### src/ultrasonic_range_kalman_filter_macros.svh
// Assertion macros shared by the filter RTL.
`ifndef ULTRASONIC_RANGE_KALMAN_FILTER_MACROS_SVH
`define ULTRASONIC_RANGE_KALMAN_FILTER_MACROS_SVH

// Same-cycle implication, sampled on i_clk, off during reset.
`define URKF_ASSERT_IMPL(label, ante, cons) \
    label: assert property (@(posedge i_clk) disable iff (!i_rst_n) (ante) |-> (cons)) \
        else $error("urkf assertion failed");

// Next-cycle implication, sampled on i_clk, off during reset.
`define URKF_ASSERT_NEXT(label, ante, cons) \
    label: assert property (@(posedge i_clk) disable iff (!i_rst_n) (ante) |=> (cons)) \
        else $error("urkf assertion failed");

`endif

### src/urkf_pkg.sv
// ----------------------------------------------------------------------------
// urkf_pkg
// Shared widths, constants, codes and controller/datapath types for the
// ultrasonic range Kalman filter.
// ----------------------------------------------------------------------------
`default_nettype none

package urkf_pkg;

    // Fixed-point format
    localparam int FRAC_BITS = 16;
    localparam int US_PER_CM = 58;
    localparam int ECHO_W    = 16;
    localparam int EST_W     = 27;               // Q11.16 cm
    localparam int COV_W     = FRAC_BITS + 8;    // Q8.16
    localparam int GAIN_W    = FRAC_BITS + 1;    // Q1.16, up to one inclusive
    localparam int DEN_W     = COV_W + 1;
    localparam int OUT_W     = 17;
    localparam int CFG_W     = 24;
    localparam int CFG_IDX_W = 1;

    // Range conversion: multiply by a rounded-up reciprocal of US_PER_CM.
    // The shift leaves enough headroom that the quotient is exact for every
    // echo width shifted up by FRAC_BITS.
    localparam int RECIP_SHIFT = ECHO_W + FRAC_BITS + $clog2(US_PER_CM);
    localparam int RECIP_W     = ECHO_W + FRAC_BITS + 1;
    localparam int ZPROD_W     = ECHO_W + RECIP_W;
    localparam int Z_POS       = RECIP_SHIFT - FRAC_BITS;
    localparam logic [RECIP_W-1:0] Z_RECIP =
        RECIP_W'(((64'd1 << RECIP_SHIFT) + 64'(US_PER_CM - 1)) / 64'(US_PER_CM));

    // Serial divider for the gain
    localparam int DVD_W     = COV_W + FRAC_BITS;   // widest dividend
    localparam int G_ITER    = DVD_W;               // steps for the gain divide
    localparam int CNT_W     = $clog2(DVD_W + 1);

    // Product widths
    localparam int CORR_W    = GAIN_W + EST_W;
    localparam int CPROD_W   = COV_W + GAIN_W;
    localparam int SCALE_W   = EST_W + 7;

    localparam logic [GAIN_W-1:0] FX_ONE  = GAIN_W'(1) << FRAC_BITS;
    localparam logic [COV_W-1:0]  COV_MAX = '1;

    // Register reset values
    localparam logic [CFG_W-1:0] PROCESS_NOISE_RST = CFG_W'(655);
    localparam logic [CFG_W-1:0] MEASURE_NOISE_RST = CFG_W'(65536);

    // Register indexes
    localparam logic [CFG_IDX_W-1:0] CFG_PROCESS_NOISE = CFG_IDX_W'(0);
    localparam logic [CFG_IDX_W-1:0] CFG_MEASURE_NOISE = CFG_IDX_W'(1);

    typedef enum logic [3:0] {
        S_IDLE,
        S_PRIME,
        S_GLOAD,
        S_GDIV,
        S_GCAP,
        S_CORR,
        S_UPD,
        S_SCALE,
        S_OUT
    } t_state;

    typedef struct packed {
        logic load_z;     // capture the range of the accepted echo
        logic load_g;     // start gain divide
        logic step;       // advance divider one bit
        logic prime;      // prime estimate, form p
        logic gain_zero;  // zero denominator: gain is zero
        logic gain_cap;   // capture gain quotient
        logic corr;       // form both products
        logic upd;        // update estimate and covariance
        logic scale;      // scale estimate to hundredths
        logic out_load;   // load result register
    } t_cmd;

    typedef struct packed {
        logic div_last;
        logic den_zero;
        logic out_full;
    } t_stat;

endpackage

`default_nettype wire

### src/urkf_div.sv
// ----------------------------------------------------------------------------
// urkf_div
// Restoring divider, one quotient bit per step, used for the gain
// computation.
// ----------------------------------------------------------------------------
`default_nettype none

module urkf_div (
    input  wire logic                      i_clk,
    input  wire logic                      i_rst_n,
    input  wire logic                      i_load,
    input  wire logic                      i_step,
    input  wire logic [urkf_pkg::DVD_W-1:0] i_dividend,
    input  wire logic [urkf_pkg::DEN_W-1:0] i_divisor,
    input  wire logic [urkf_pkg::CNT_W-1:0] i_count,
    output logic      [urkf_pkg::DVD_W-1:0] o_quot,
    output logic                           o_last
);
    import urkf_pkg::*;

    logic [DVD_W-1:0] r_quo;
    logic [DEN_W-1:0] r_rem;
    logic [DEN_W-1:0] r_dvs;
    logic [CNT_W-1:0] r_cnt;

    logic [DEN_W:0]   rem_sh;
    logic [DEN_W:0]   rem_dif;
    logic             fits;

    // Trial subtract of the shifted remainder
    always_comb begin
        rem_sh  = {r_rem, r_quo[DVD_W-1]};
        rem_dif = rem_sh - {1'b0, r_dvs};
        fits    = (rem_sh >= {1'b0, r_dvs});
    end

    // Control: step counter
    always_ff @(posedge i_clk) begin
        if (!i_rst_n) begin
            r_cnt <= '0;
        end else if (i_load) begin
            r_cnt <= i_count;
        end else if (i_step && (r_cnt != '0)) begin
            r_cnt <= r_cnt - CNT_W'(1);
        end
    end

    // Datapath: shift in one quotient bit per step
    always_ff @(posedge i_clk) begin
        if (i_load) begin
            r_quo <= i_dividend;
            r_rem <= '0;
            r_dvs <= i_divisor;
        end else if (i_step) begin
            r_quo <= {r_quo[DVD_W-2:0], fits};
            r_rem <= fits ? rem_dif[DEN_W-1:0] : rem_sh[DEN_W-1:0];
        end
    end

    assign o_quot = r_quo;
    assign o_last = (r_cnt == CNT_W'(1));

endmodule

`default_nettype wire

### src/urkf_ctrl.sv
// ----------------------------------------------------------------------------
// urkf_ctrl
// Sequencer of the filter step: range capture, priming, gain divide,
// correction, scaling and result hand-off.
// ----------------------------------------------------------------------------
`default_nettype none

module urkf_ctrl (
    input  wire logic            i_clk,
    input  wire logic            i_rst_n,
    input  wire logic            i_in_valid,
    output logic                 o_in_ready,
    input  wire urkf_pkg::t_stat i_stat,
    output urkf_pkg::t_cmd       o_cmd
);
    import urkf_pkg::*;

    t_state r_state;
    t_state n_state;

    // State register
    always_ff @(posedge i_clk) begin
        if (!i_rst_n) begin
            r_state <= S_IDLE;
        end else begin
            r_state <= n_state;
        end
    end

    // Next state and commands
    always_comb begin
        n_state    = r_state;
        o_cmd      = '0;
        o_in_ready = 1'b0;
        unique case (r_state)
            S_IDLE: begin
                o_in_ready = 1'b1;
                if (i_in_valid) begin
                    o_cmd.load_z = 1'b1;
                    n_state      = S_PRIME;
                end
            end
            S_PRIME: begin
                o_cmd.prime = 1'b1;
                n_state     = S_GLOAD;
            end
            S_GLOAD: begin
                if (i_stat.den_zero) begin
                    o_cmd.gain_zero = 1'b1;
                    n_state         = S_CORR;
                end else begin
                    o_cmd.load_g = 1'b1;
                    n_state      = S_GDIV;
                end
            end
            S_GDIV: begin
                o_cmd.step = 1'b1;
                if (i_stat.div_last) begin
                    n_state = S_GCAP;
                end
            end
            S_GCAP: begin
                o_cmd.gain_cap = 1'b1;
                n_state        = S_CORR;
            end
            S_CORR: begin
                o_cmd.corr = 1'b1;
                n_state    = S_UPD;
            end
            S_UPD: begin
                o_cmd.upd = 1'b1;
                n_state   = S_SCALE;
            end
            S_SCALE: begin
                o_cmd.scale = 1'b1;
                n_state     = S_OUT;
            end
            S_OUT: begin
                // hold until the previous result has been taken
                if (!i_stat.out_full) begin
                    o_cmd.out_load = 1'b1;
                    n_state        = S_IDLE;
                end
            end
            default: begin
                n_state = S_IDLE;
            end
        endcase
    end

endmodule

`default_nettype wire

### src/urkf_dp.sv
// ----------------------------------------------------------------------------
// urkf_dp
// Filter datapath: configuration registers, filter state, products and the
// result register, with the serial gain divider.
// ----------------------------------------------------------------------------
`default_nettype none

module urkf_dp (
    input  wire logic                          i_clk,
    input  wire logic                          i_rst_n,
    input  wire urkf_pkg::t_cmd                i_cmd,
    output urkf_pkg::t_stat                    o_stat,
    input  wire logic [urkf_pkg::ECHO_W-1:0]    i_echo_us,
    input  wire logic                          i_cfg_we,
    input  wire logic [urkf_pkg::CFG_IDX_W-1:0] i_cfg_idx,
    input  wire logic [urkf_pkg::CFG_W-1:0]     i_cfg_data,
    output logic                               o_out_valid,
    input  wire logic                          i_out_ready,
    output logic      [urkf_pkg::OUT_W-1:0]     o_distance_hundredths
);
    import urkf_pkg::*;

    logic [CFG_W-1:0]   r_q;
    logic [CFG_W-1:0]   r_r;
    logic [EST_W-1:0]   r_est;
    logic [COV_W-1:0]   r_cov;
    logic               r_primed;
    logic [EST_W-1:0]   r_z;
    logic [COV_W-1:0]   r_p;
    logic [GAIN_W-1:0]  r_gain;
    logic [CORR_W-1:0]  r_corr;
    logic               r_up;
    logic [CPROD_W-1:0] r_cprod;
    logic [SCALE_W-1:0] r_oprod;
    logic [OUT_W-1:0]   r_out;
    logic               r_out_valid;

    logic [DVD_W-1:0]   div_dividend;
    logic [DEN_W-1:0]   div_divisor;
    logic [CNT_W-1:0]   div_count;
    logic [DVD_W-1:0]   div_quot;
    logic               div_last;

    logic [ZPROD_W-1:0] z_prod;
    logic [EST_W-1:0]   z_new;
    logic [COV_W:0]     p_sum;
    logic [DEN_W-1:0]   denom;
    logic               z_ge;
    logic [EST_W-1:0]   diff;
    logic [EST_W-1:0]   delta;

    // Divider operands for the gain divide
    always_comb begin
        denom        = {1'b0, r_p} + {1'b0, r_r};
        div_dividend = {r_p, FRAC_BITS'(0)};
        div_divisor  = denom;
        div_count    = CNT_W'(G_ITER);
    end

    urkf_div u_div (
        .i_clk      (i_clk),
        .i_rst_n    (i_rst_n),
        .i_load     (i_cmd.load_g),
        .i_step     (i_cmd.step),
        .i_dividend (div_dividend),
        .i_divisor  (div_divisor),
        .i_count    (div_count),
        .o_quot     (div_quot),
        .o_last     (div_last)
    );

    // Step arithmetic; the range divide is a reciprocal multiply
    always_comb begin
        z_prod = ZPROD_W'(i_echo_us) * ZPROD_W'(Z_RECIP);
        z_new  = z_prod[Z_POS +: EST_W];
        p_sum  = {1'b0, r_cov} + {1'b0, r_q};
        z_ge   = (r_z >= r_est);
        diff   = z_ge ? (r_z - r_est) : (r_est - r_z);
        delta  = r_corr[FRAC_BITS +: EST_W];
    end

    // Configuration registers
    always_ff @(posedge i_clk) begin
        if (!i_rst_n) begin
            r_q <= PROCESS_NOISE_RST;
            r_r <= MEASURE_NOISE_RST;
        end else if (i_cfg_we) begin
            unique case (i_cfg_idx)
                CFG_PROCESS_NOISE: r_q <= i_cfg_data;
                CFG_MEASURE_NOISE: r_r <= i_cfg_data;
                default: begin
                end
            endcase
        end
    end

    // Filter state
    always_ff @(posedge i_clk) begin
        if (!i_rst_n) begin
            r_est    <= '0;
            r_cov    <= '0;
            r_primed <= 1'b0;
        end else if (i_cmd.prime) begin
            // first sample seeds the estimate
            if (!r_primed) begin
                r_est <= r_z;
            end
            r_primed <= 1'b1;
        end else if (i_cmd.upd) begin
            r_est <= r_up ? (r_est + delta) : (r_est - delta);
            r_cov <= r_cprod[FRAC_BITS +: COV_W];
        end
    end

    // Working registers
    always_ff @(posedge i_clk) begin
        if (i_cmd.load_z) begin
            r_z <= z_new;
        end
        if (i_cmd.prime) begin
            // saturate the predicted covariance
            r_p <= p_sum[COV_W] ? COV_MAX : p_sum[COV_W-1:0];
        end
        if (i_cmd.gain_zero) begin
            r_gain <= '0;
        end else if (i_cmd.gain_cap) begin
            r_gain <= div_quot[GAIN_W-1:0];
        end
        if (i_cmd.corr) begin
            r_up    <= z_ge;
            r_corr  <= CORR_W'(r_gain) * CORR_W'(diff);
            r_cprod <= CPROD_W'(r_p) * CPROD_W'(FX_ONE - r_gain);
        end
        if (i_cmd.scale) begin
            r_oprod <= SCALE_W'(r_est) * SCALE_W'(100);
        end
        if (i_cmd.out_load) begin
            r_out <= r_oprod[FRAC_BITS +: OUT_W];
        end
    end

    // Result valid: set on load, drop when the transaction completes
    always_ff @(posedge i_clk) begin
        if (!i_rst_n) begin
            r_out_valid <= 1'b0;
        end else if (i_cmd.out_load) begin
            r_out_valid <= 1'b1;
        end else if (i_out_ready) begin
            r_out_valid <= 1'b0;
        end
    end

    always_comb begin
        o_stat.div_last = div_last;
        o_stat.den_zero = (denom == '0);
        o_stat.out_full = r_out_valid;
    end

    assign o_out_valid           = r_out_valid;
    assign o_distance_hundredths = r_out;

endmodule

`default_nettype wire

### src/ultrasonic_range_kalman_filter.sv
// ----------------------------------------------------------------------------
// ultrasonic_range_kalman_filter
// Echo width to distance conversion followed by a scalar Kalman filter.
// ----------------------------------------------------------------------------
// Each echo width (us) is divided by 58 into Q11.16 cm with a reciprocal
// multiply at acceptance and smoothed by a constant-model scalar Kalman
// filter; the result is the estimate in 0.01 cm. One transaction is processed
// at a time: after the accepting edge come priming, divider load, 40 steps of
// a serial divider for the gain, gain capture, correction, update, scaling
// and result load, after which the result becomes valid. A zero gain
// denominator skips the gain divide and gain capture. The next input is
// accepted as soon as the result is loaded, even while that result waits in
// the output register; a result not yet taken holds the next one in its
// final cycle. Configuration writes take effect at once and must only occur
// while the block is idle.
`default_nettype none

module ultrasonic_range_kalman_filter (
    input  wire logic                          i_clk,
    input  wire logic                          i_rst_n,
    input  wire logic                          i_in_valid,
    output logic                               o_in_ready,
    input  wire logic [urkf_pkg::ECHO_W-1:0]    i_echo_us,
    output logic                               o_out_valid,
    input  wire logic                          i_out_ready,
    output logic      [urkf_pkg::OUT_W-1:0]     o_distance_hundredths,
    input  wire logic                          i_cfg_we,
    input  wire logic [urkf_pkg::CFG_IDX_W-1:0] i_cfg_idx,
    input  wire logic [urkf_pkg::CFG_W-1:0]     i_cfg_data
);
    import urkf_pkg::*;

`include "ultrasonic_range_kalman_filter_macros.svh"

    t_cmd  cmd;
    t_stat stat;

    urkf_ctrl u_ctrl (
        .i_clk      (i_clk),
        .i_rst_n    (i_rst_n),
        .i_in_valid (i_in_valid),
        .o_in_ready (o_in_ready),
        .i_stat     (stat),
        .o_cmd      (cmd)
    );

    urkf_dp u_dp (
        .i_clk                 (i_clk),
        .i_rst_n               (i_rst_n),
        .i_cmd                 (cmd),
        .o_stat                (stat),
        .i_echo_us             (i_echo_us),
        .i_cfg_we              (i_cfg_we),
        .i_cfg_idx             (i_cfg_idx),
        .i_cfg_data            (i_cfg_data),
        .o_out_valid           (o_out_valid),
        .i_out_ready           (i_out_ready),
        .o_distance_hundredths (o_distance_hundredths)
    );

    // Busy after an accepted transaction
    `URKF_ASSERT_NEXT(a_busy_after_accept, i_in_valid && o_in_ready, !o_in_ready)
    // Never overwrite a result that has not been taken
    `URKF_ASSERT_IMPL(a_no_overwrite, cmd.out_load, !stat.out_full)
    // Divider gets at most one of load and step at a time
    `URKF_ASSERT_IMPL(a_div_cmd_excl, 1'b1, $onehot0({cmd.load_g, cmd.step}))

endmodule

`default_nettype wire

### config.mk
export PLATFORM = sky130hd
export DESIGN_NAME = ultrasonic_range_kalman_filter
export DESIGN_NICKNAME = d
export VERILOG_FILES = /design/src/urkf_pkg.sv /design/src/urkf_div.sv /design/src/urkf_ctrl.sv /design/src/urkf_dp.sv /design/src/ultrasonic_range_kalman_filter.sv
export VERILOG_INCLUDE_DIRS = /design/src /design/src/src
export SDC_FILE = /design/constraint.sdc
export NUM_CORES = 2
export LEC_CHECK = 0
export ABC_CLOCK_PERIOD_IN_PS = 9250
export CAP_MARGIN = 10
export CORE_ASPECT_RATIO = 0.7
export CORE_MARGIN = 1
export CORE_UTILIZATION = 60
export DETAILED_ROUTE_END_ITERATION = 8
export DONT_BUFFER_PORTS = 1
export HOLD_SLACK_MARGIN = 0.03
export PLACE_DENSITY = 0.77
export SYNTH_ARGS = -nofsm -noshare
export SYNTH_HDL_FRONTEND = slang
export SYNTH_SLANG_ARGS = --single-unit
### constraint.sdc
create_clock -name i_clk -period 9.25 [get_ports i_clk]
set_input_delay 0.925 -clock i_clk [delete_from_list [all_inputs] [get_ports i_clk]]
set_output_delay 0.925 -clock i_clk [all_outputs]
set_load 0.01 [all_outputs]
==> results.ini <==
[synthesis]
synthesis.nets=8519
synth_cell_types=88
avgSynthCellArea_um2=9.02
yosys_warnings=0
synth.area.top_cells=fa_1 33%, ha_1 13%, edfxtp_1 9.1%, inv_1 7.9%, nand2_1 5.6%
synth_flop_cell=edfxtp_1
postSynthCellCount=6838
seq_area_frac_synth_pct=14.5
syn_area_um2=61700
synthArstFlopShare_pct=0
yosys.area.top_type=fa_1
synth_top_area_share_pct=32.8
ys_ff_latch=355
synth_edf_count=186

[cts]
cts_sinks=355
holdBufCountCts=0
cts_max_level=2
clkTransAtPathRegs_ns=0.07
cts-root-buf=clkbuf_16
tritoncts=yes
clock_path_buffers=3
numCtsBuffers=37
insertion_delay_ns=0.61

[drt]
dr.pass1.iters=6
finalWirelength_um=187000
drc=0
drtIter0Drc=5253
routedWlPerCell_um=22.3
viasPerCell=5.96
vias=50041
drtAntennaViolNets=0

[setup_path]
rr_worst_depth=37
crit_path_frequent_cell=fa_1
critPathKind=reg -> reg
required_ns=9.58
reg2reg_setup_slack_ns=0.04
crit_slowest_cell=fa_1
startpoint=u_dp.r_z[10]
start_kind=register
worst_setup_path_end_kind=register
worstReg2RegEnd=u_dp.r_corr[42]
rr_startpoint=u_dp.r_z[10]
crit_path_end=u_dp.r_corr[42]
worstPathArrival_ns=9.54
crit_fanout=6
max_stage_delay_ns=0.52

[status]
status=completed

[layout]
fill_cells=7907
drive_above_1_share_pct=11.1
fin_nets=8717
final_common_cell=inv_1
final_cell_mix=1296 x inv_1, 1002 x fa_1, 913 x nand2_1, 614 x ha_1, 468 x buf_4
syn_to_final_growth_pct=10.4

[timing]
period_minus_slack_ns=9.21
worst_pin_slew_ns=1.22
fin_skew_ns=0.0420
setup_tns_ns=0
fmax_mhz=109
layout_worst_path_cycle_share_pct=99.6
fin_ws_ns=0.0393
slew_headroom_pct=18.8
setup_viol=0
hold_viol=0
drv_slew=0
rsz0062_at_grt=true

[global_routing]
met1_usage_pct=55.6
grtUsageMet2_pct=51.5
grt_busiest_layer=met1
first_global_vias=50244
antenna_found_initial=8
grt-ovfl-total=0
grt_use_met3_pct=10.3
grt_start_max_net_pins=93
grt_usage_pct=36.5
grt_pass1_wl_um=292000

[floorplanning]
die_h_um=270
core_um2=101000
dieArea_um2=104000
io_pins=65
rows=97
fp.dieW_um=385
initial_utilization_pct=61.1

[pwr]
irDropWorstVdd_mv=0.530
power.leakage_nw=32.4
powerDensity_nw_per_um2=212

[job]
drv_cap=0

[placement]
numPortBuffers=0
hpwl_um=151000
dp_slack_ns=-0.888
finalWeightedCongestion=1.11

[min_path]
hold_class=reg -> reg

[worst min-delay path by stage]
| stage | startpoint | to | slack (ns) | cells past startpoint |
|---|---|---|---|---|
| after global routing | i_rst_n | u_dp.r_r[16] | 0.44 | 1 |
| final | u_dp.u_div.o_quot[2] | u_dp.u_div.o_quot[2] | 0.46 | 2 |
| after global placement | u_dp.r_q[4] | u_dp.r_q[4] | 0.45 | 2 |
| after floorplan | u_dp.r_oprod[16] | u_dp.o_distance_hundredths[0] | 0.40 | 0 |
| after detailed placement | u_dp.r_cov[3] | u_dp.r_cov[3] | 0.45 | 2 |
| after CTS | i_rst_n | u_dp.u_div.r_cnt[5] | 0.44 | 1 |
[state kept, by name, indices dropped and copies added, names as in the netlist]
| signal | cells |
|---|---|
| u_dp.u_div.r_dvs | 25 |
| u_ctrl.r_state | 4 |
| u_dp.r_cprod | 24 |
| u_dp.r_oprod | 17 |
| u_dp.o_out_valid | 1 |
| u_dp.r_est | 27 |
| u_dp.r_cov | 24 |
| u_dp.r_p | 24 |
| u_dp.r_gain | 17 |
| u_dp.u_div.o_quot | 40 |
| u_dp.r_up | 1 |
| u_dp.u_div.r_rem | 25 |
| u_dp.u_div.r_cnt | 6 |
| u_dp.r_corr | 27 |
| u_dp.r_z | 27 |
| u_dp.r_primed | 1 |
| u_dp.o_distance_hundredths | 17 |
| u_dp.r_r | 24 |
| u_dp.r_q | 24 |
[logic make-up after synthesis]
group / Yosys count / share of synthesized area [%]
compound gates: 898 / 9.48
xor+xnor: 230 / 3.29
fa+ha+maj: 1635 / 45.5
buf+inv: 1643 / 10.1
flops: 355 / 14.5
mux: 129 / 2.23
simple gates: 1948 / 14.9
[cell usage after synthesis, drive strengths merged (10+ instances only)]
library cell	instances
o211a	18
a31oi	21
and3	57
nand4	37
o31ai	12
nand2b	63
mux2i	62
xnor2	143
nor2b	67
nor3	102
nor2	195
ha	625
or4	11
o21bai	36
o21a	44
nand2	916
and2	255
xor2	86
inv	1307
a221oi	13
fa	1010
a21oi	319
a21o	85
buf	58
nand3	167
mux2	67
or2	10
clkbuf	276
dfxtp	169
a211oi	39
edfxtp	186
nor4	17
a2111oi	13
o21ai	127
o22ai	28
a21boi	13
a22o	24
o211ai	27
or3	22
o2111ai	11
[per-layer routing]
layer	wire [um]	up-vias
li1	-	22137
met5	105	-
met1	81200	24832
met3	24600	297
met4	4270	8
met2	77100	2767
[worst max-delay path: cells and delay by family (launching register included)]
family / cells / cell delay, ns
buffers and inverters: 9 / 0.93
xor gates and xnor gates: 1 / 0.25
muxes: 1 / 0.35
and+or+nand+nor: 5 / 0.79
adders and majority gates: 8 / 3.53
DFF: 1 / 0.38
AOI/OAI and AO/OA: 13 / 2.69
[final cells by class]
class / count / area, um2 / area share (%)
multi-input combinational: 4840 / 47300 / 69.4
sequential: 355 / 8970 / 13.2
inverter: 1309 / 4920 / 7.22
timing repair buffer: 493 / 3960 / 5.82
tap: 1336 / 1670 / 2.45
clock buffer: 43 / 1040 / 1.53
clock inverter: 25 / 255 / 0.375
antenna: 2 / 5.00 / 0.00735
[what timing repair did]
item	CTS	global route
pin swaps	11	44
resized for setup	30	113
setup endpoints to repair	15	20
gates cloned	0	1
setup buffers	1	26
[per-stage QoR]
stage / hold WS [ns] / cell area, um2 / cells / utilization, % / total power [mW]
final: 0.463 / 68100 / 8403 / 67.4 / 14.4
after global routing: 0.442 / 68100 / 8401 / 67.4 / 15.2
after CTS: 0.439 / 67300 / 8378 / 66.7 / 13.8
after detailed placement: 0.452 / 65900 / 8309 / 65.2 / 12.1
after global placement: 0.451 / 65900 / 8309 / 65.2 / 11.9
after floorplan: 0.400 / 61700 / 6838 / - / 7.75
[report_power, final]
group | switching [mW] | internal, mW
sequential | 0.145 | 2.04
clock | 0.741 | 0.889
combinational | 6.39 | 4.23
Note: power is estimated with default switching activity, not from simulation.
